==> src/rtl/core/rsbp_pkg.sv <==
// Shared types, widths and helpers for the row shelf block placer.
// Used by the channel interfaces, controller, datapath and top level.
`default_nettype none

package rsbp_pkg;

  localparam int unsigned SEGS_PER_ROW_DEF = 64;

  localparam int unsigned COORD_W = 32;
  localparam int unsigned SIZE_W  = 24;
  localparam int unsigned ROW_W   = 8;

  typedef logic [COORD_W-1:0] coord_t;
  typedef logic [SIZE_W-1:0]  size_t;
  typedef logic [ROW_W-1:0]   row_t;

  localparam coord_t COORD_MAX  = '1;
  localparam row_t   ROW_MAX    = '1;
  localparam coord_t LIMIT_RST  = '1;

  typedef enum logic [1:0] {
    ST_IDLE,
    ST_PREP,
    ST_SCAN,
    ST_FINISH
  } state_t;

  // controller -> datapath
  typedef struct packed {
    logic load;      // latch the incoming word
    logic prep;      // apply clear, form x and right edge
    logic rd_issue;  // read next previous-row segment
    logic cmp;       // compare the segment read last cycle
    logic finish;    // store segment, update state, load result
  } cmd_t;

  // datapath -> controller
  typedef struct packed {
    logic rd_more;   // previous-row segments left to read
    logic stop_hit;  // segment read last cycle starts past the right edge
    logic out_busy;  // result register still held by the receiver
  } status_t;

  typedef struct packed {
    coord_t x0;
    coord_t x1;
    coord_t top;
  } seg_t;

  function automatic coord_t sat_add(input coord_t a, input coord_t b);
    logic [COORD_W:0] s;
    s = {1'b0, a} + {1'b0, b};
    return s[COORD_W] ? COORD_MAX : s[COORD_W-1:0];
  endfunction

endpackage

`default_nettype wire

==> src/rtl/core/rsbp_ctrl.sv <==
// Sequencer for the placer: accept, prepare, scan previous row, finish.
// Depends on rsbp_pkg; drives the datapath through cmd_t, reads status_t.
`default_nettype none

module rsbp_ctrl (
  input  wire logic              clk,
  input  wire logic              rst,
  input  wire logic              in_valid,
  output logic                   in_ready,
  input  wire rsbp_pkg::status_t sts,
  output rsbp_pkg::cmd_t         cmd
);

  rsbp_pkg::state_t state, state_next;
  logic             rvalid, rvalid_next;  // read data of last cycle is live
  logic             hit;

  always_ff @(posedge clk) begin
    if (rst) begin
      state  <= rsbp_pkg::ST_IDLE;
      rvalid <= 1'b0;
    end else begin
      state  <= state_next;
      rvalid <= rvalid_next;
    end
  end

  always_comb begin
    state_next  = state;
    rvalid_next = 1'b0;
    in_ready    = 1'b0;
    cmd         = '0;
    hit         = 1'b0;
    case (state)
      rsbp_pkg::ST_IDLE: begin
        in_ready = 1'b1;
        if (in_valid) begin
          cmd.load   = 1'b1;
          state_next = rsbp_pkg::ST_PREP;
        end
      end
      rsbp_pkg::ST_PREP: begin
        cmd.prep   = 1'b1;
        state_next = rsbp_pkg::ST_SCAN;
      end
      rsbp_pkg::ST_SCAN: begin
        // reads run one ahead of the compares; stop early on a segment
        // that starts right of the block
        hit          = rvalid && sts.stop_hit;
        cmd.cmp      = rvalid;
        cmd.rd_issue = sts.rd_more && !hit;
        rvalid_next  = cmd.rd_issue;
        if (hit || !sts.rd_more) begin
          state_next = rsbp_pkg::ST_FINISH;
        end
      end
      rsbp_pkg::ST_FINISH: begin
        if (!sts.out_busy) begin
          cmd.finish = 1'b1;
          state_next = rsbp_pkg::ST_IDLE;
        end
      end
      default: begin
        state_next = rsbp_pkg::ST_IDLE;
      end
    endcase
  end

endmodule

`default_nettype wire

==> config.mk <==
export PLATFORM = sky130hd
export DESIGN_NAME = rsbp_ctrl
export DESIGN_NICKNAME = d
export VERILOG_FILES = /design/src/rtl/core/rsbp_pkg.sv /design/src/rtl/core/rsbp_ctrl.sv
export SDC_FILE = /design/constraint.sdc
export NUM_CORES = 1
export LEC_CHECK = 0
export CAP_MARGIN = 15
export CORE_AREA = 5 5 42 44
export DETAILED_ROUTE_END_ITERATION = 8
export DIE_AREA = 0 0 47 49
export DONT_BUFFER_PORTS = 1
export GPL_ROUTABILITY_DRIVEN = 0
export PLACE_DENSITY = 0.38
export SYNTH_ARGS = -nofsm -noshare
export SYNTH_HDL_FRONTEND = slang
export SYNTH_SLANG_ARGS = --single-unit
==> constraint.sdc <==
create_clock -name clk -period 1.6 [get_ports clk]
set_input_delay 0.32 -clock clk [delete_from_list [all_inputs] [get_ports clk]]
set_output_delay 0.32 -clock clk [all_outputs]
set_load 0.01 [all_outputs]
==> flow_metrics.py <==
metrics = {
    "global_route": {
        "wire_length_of_the_first_global_routing_pass_um": 793,
        "antenna_found_initial": 0,
        "pin_count_of_the_biggest_net_entering_global_routing": 6,
        "grt_overflow_total": 0,
        "globalRouteTotalUtil_pct": 5.28,
        "vias_in_the_first_global_route": 192,
    },
    "routing": {
        "drt_iter0_drc": 8,
        "finalWirelength_um": 485,
        "dr.pass1.iters": 4,
        "avg_vias_per_cell": 3.96,
        "detail_route.drc_violations": 0,
        "route.antenna.remaining_nets": 0,
        "via_count": 186,
        "wl_per_cell_um": 10.3,
    },
    "critical_path": {
        "element_type_at_the_critical_path_end": "output port",
        "r2r_setup_slack_ns": 0.16,
        "critical-path-top-delay-family": "simple AND/OR/NAND/NOR gates",
        "critical_path.cell_chain": "inv_1 -> ha_2 -> and2_4 -> and2_1",
        "criticalPathCategory": "reg -> out",
        "crit_fanout": 3,
        "required_ns": 1.28,
        "critical_path.n_buffers_inverters": 1,
        "slowest_delay_ns": 0.30,
        "timing.critical_path.arrival_ns": 1.16,
        "crit_slowest_cell": "sky130_fd_sc_hd__dfxtp_1",
        "setup.worst_path.start_class": "flop",
    },
    "sta": {
        "relSlewSlack_pct": 82.0,
        "maxSlewViolCount": 0,
        "final-hold-violation-count": 0,
        "maxClockFrequency_mhz": 675,
        "final.setup_skew_ns": 0.00218,
        "post-route-period-util_pct": 92.6,
        "setup_repair_after_global_routing_missed_its_margin": "false",
        "tightest_slew_ns": 0.270,
        "timing.setup.tns_ns": 0,
        "finalWorstPathRequiredPeriod_ns": 1.48,
        "final_hold_slack_ns": 0.156,
        "final-setup-viol-count": 0,
    },
    "floorplan": {
        "ios": 12,
        "die_height_um": 49,
        "initial_utilization_pct": 16.7,
        "fp.dieArea_sq_um": 2300,
        "core_sq_um": 1400,
        "placement_rows": 14,
        "die-width_um": 47,
    },
    "cells_and_area": {
        "antenna_cells_inserted": 0,
        "fillCellCount": 166,
        "nNetsFinal": 43,
        "mostFrequentLayoutCell": "sky130_fd_sc_hd__ha_1",
        "final_cell_mix": "sky130_fd_sc_hd__ha_1 (4), sky130_fd_sc_hd__inv_1 (3), sky130_fd_sc_hd__and2_1 (3), sky130_fd_sc_hd__nand2b_1 (3), sky130_fd_sc_hd__clkbuf_4 (3)",
        "flow.area_growth_from_synthesis_pct": 27.8,
        "layoutNonFillerInstCount": 47,
        "layout-drive-gt1-share_pct": 25.8,
    },
    "synth": {
        "number_of_warnings_reported_in_the_yosys_synthesis_log": 0,
        "yosys_register_bits": 3,
        "synth_top_cell_by_area": "sky130_fd_sc_hd__ha_1",
        "synth_sequential_area_ratio_pct": 25.7,
        "synth_top_cell_area_share_pct": 26.7,
        "synth_area_per_cell_sq_um": 9.36,
        "ys_types": 11,
        "synthesis.instances": 25,
        "ys_top_cells_by_area": "sky130_fd_sc_hd__ha_1 (27%), sky130_fd_sc_hd__dfxtp_1 (26%), sky130_fd_sc_hd__mux2i_1 (8.6%), sky130_fd_sc_hd__and2_1 (8.0%), sky130_fd_sc_hd__nand2b_1 (8.0%)",
        "postSynthNetCount": 36,
        "synth.cell_area_sq_um": 234,
    },
    "placement": {
        "dp_cell_count": 43,
        "dp.final_hpwl_um": 407,
        "port_buffers": 0,
    },
    "clock_network": {
        "clkTransAtPathRegs_ns": 0.04,
        "clk_root_buffer_cell": "sky130_fd_sc_hd__clkbuf_4",
        "cts_buffers": 3,
        "clock_sinks": 3,
        "setup_fix_bufs_post_cts": 0,
        "cts.path.max_buffers": 2,
        "clock_latency_on_the_worst_skew_pair_ns": 0.23,
        "cts_max_level": 1,
        "clock_tree_from_tritoncts": "yes",
    },
    "power": {
        "power.sequential.fraction_pct": 24.2,
        "cell_area_power_density_nw_per_um2": 1750,
        "p_leak_nw": 0.138,
        "switching_power_mw": 0.197,
        "power.ir.vdd_worst_uv": 458,
        "power.total_mw": 0.524,
        "clock_power_share_pct": 25.4,
        "internal-power_mw": 0.327,
        "combinationalPowerShare_pct": 50.4,
        "netSwitchingFraction_pct": 37.6,
    },
    "worst_hold_path": {
        "worstHoldPathType": "in -> reg",
    },
    "flow_run": {
        "max_cap_violations": 0,
    },
    "outcome": {
        "run_status": "finished clean",
    },
}
-- synth_stat cells --
master                     n
sky130_fd_sc_hd__and2_1    3
sky130_fd_sc_hd__ha_1      5
sky130_fd_sc_hd__and2_4    1
sky130_fd_sc_hd__nand2b_1  3
sky130_fd_sc_hd__nand2_1   1
sky130_fd_sc_hd__a222oi_1  1
sky130_fd_sc_hd__mux2i_1   2
sky130_fd_sc_hd__nor2b_1   2
sky130_fd_sc_hd__o21bai_1  1
sky130_fd_sc_hd__inv_1     3
sky130_fd_sc_hd__dfxtp_1   3
-- power by group through the flow --
stage | clock (mW) | sequential (mW) | combinational [mW]
after floorplan | 0 | 0.124 | 0.191
after global placement | 0 | 0.125 | 0.267
after detailed placement | 0 | 0.125 | 0.263
after CTS | 0.142 | 0.124 | 0.265
after global routing | 0.155 | 0.133 | 0.297
final | 0.133 | 0.127 | 0.264
-- final cells by class --
class                   count  area, sq um  share of cell area (%)
well taps                  16         20.0                    6.69
clock buffers               4         26.3                    8.79
multi-input cells          19          165                    55.2
repair buffers              2         15.0                    5.02
flip-flops and latches      3         61.3                    20.5
inverters                   3         11.3                    3.77
-- state kept, by name, summed over array words and instances (netlist names) --
| name | flops |
|---|---|
| rvalid | 1 |
| state | 2 |
-- repair_timing --
item,4_1_cts,5_1_grt
setup endpoints to repair,0,2
resized for setup,0,2
hold buffers,0,0
-- logic make-up (layout without fill, tap and decap cells) --
group | after synthesis | in the layout | synth area share (%)
compound gates | 2 | 2 | 7.49
fa+ha+maj | 5 | 5 | 26.7
buf+inv | 3 | 9 | 4.81
flops | 3 | 3 | 25.7
mux | 2 | 2 | 8.56
simple gates | 10 | 10 | 26.7
-- stage by stage --
step	utilization [%]	instance area [sq um]	setup WS, ns
5_1_grt	21.3	299	0.00712
4_1_cts	21.1	295	0.0815
6_report	21.3	299	0.118
3_3_place_gp	19.2	269	0.139
2_1_floorplan	-	234	0.138
3_5_place_dp	19.2	269	0.137
-- worst paths after layout --
| kind | startpoint | endpoint | cells past startpoint |
|---|---|---|---|
| max | state[0]$_SDFFE_PP0P_ | cmd[2] | 4 |
| min | rst | rvalid$_SDFF_PP0_ | 1 |
| max reg2reg | state[1]$_SDFFE_PP0P_ | state[1]$_SDFFE_PP0P_ | 5 |
| min reg2reg | state[1]$_SDFFE_PP0P_ | state[1]$_SDFFE_PP0P_ | 2 |
-- routing by layer --
layer  GRT usage [%]  routed length, um  up-vias
li1                -                  -       91
met1            5.92                213       79
met2            5.66                160       14
met3            6.27                100        2
met4            2.76                 11        0
met5               0                  0        -
No activity file was read; power rests on OpenSTA's default activity.
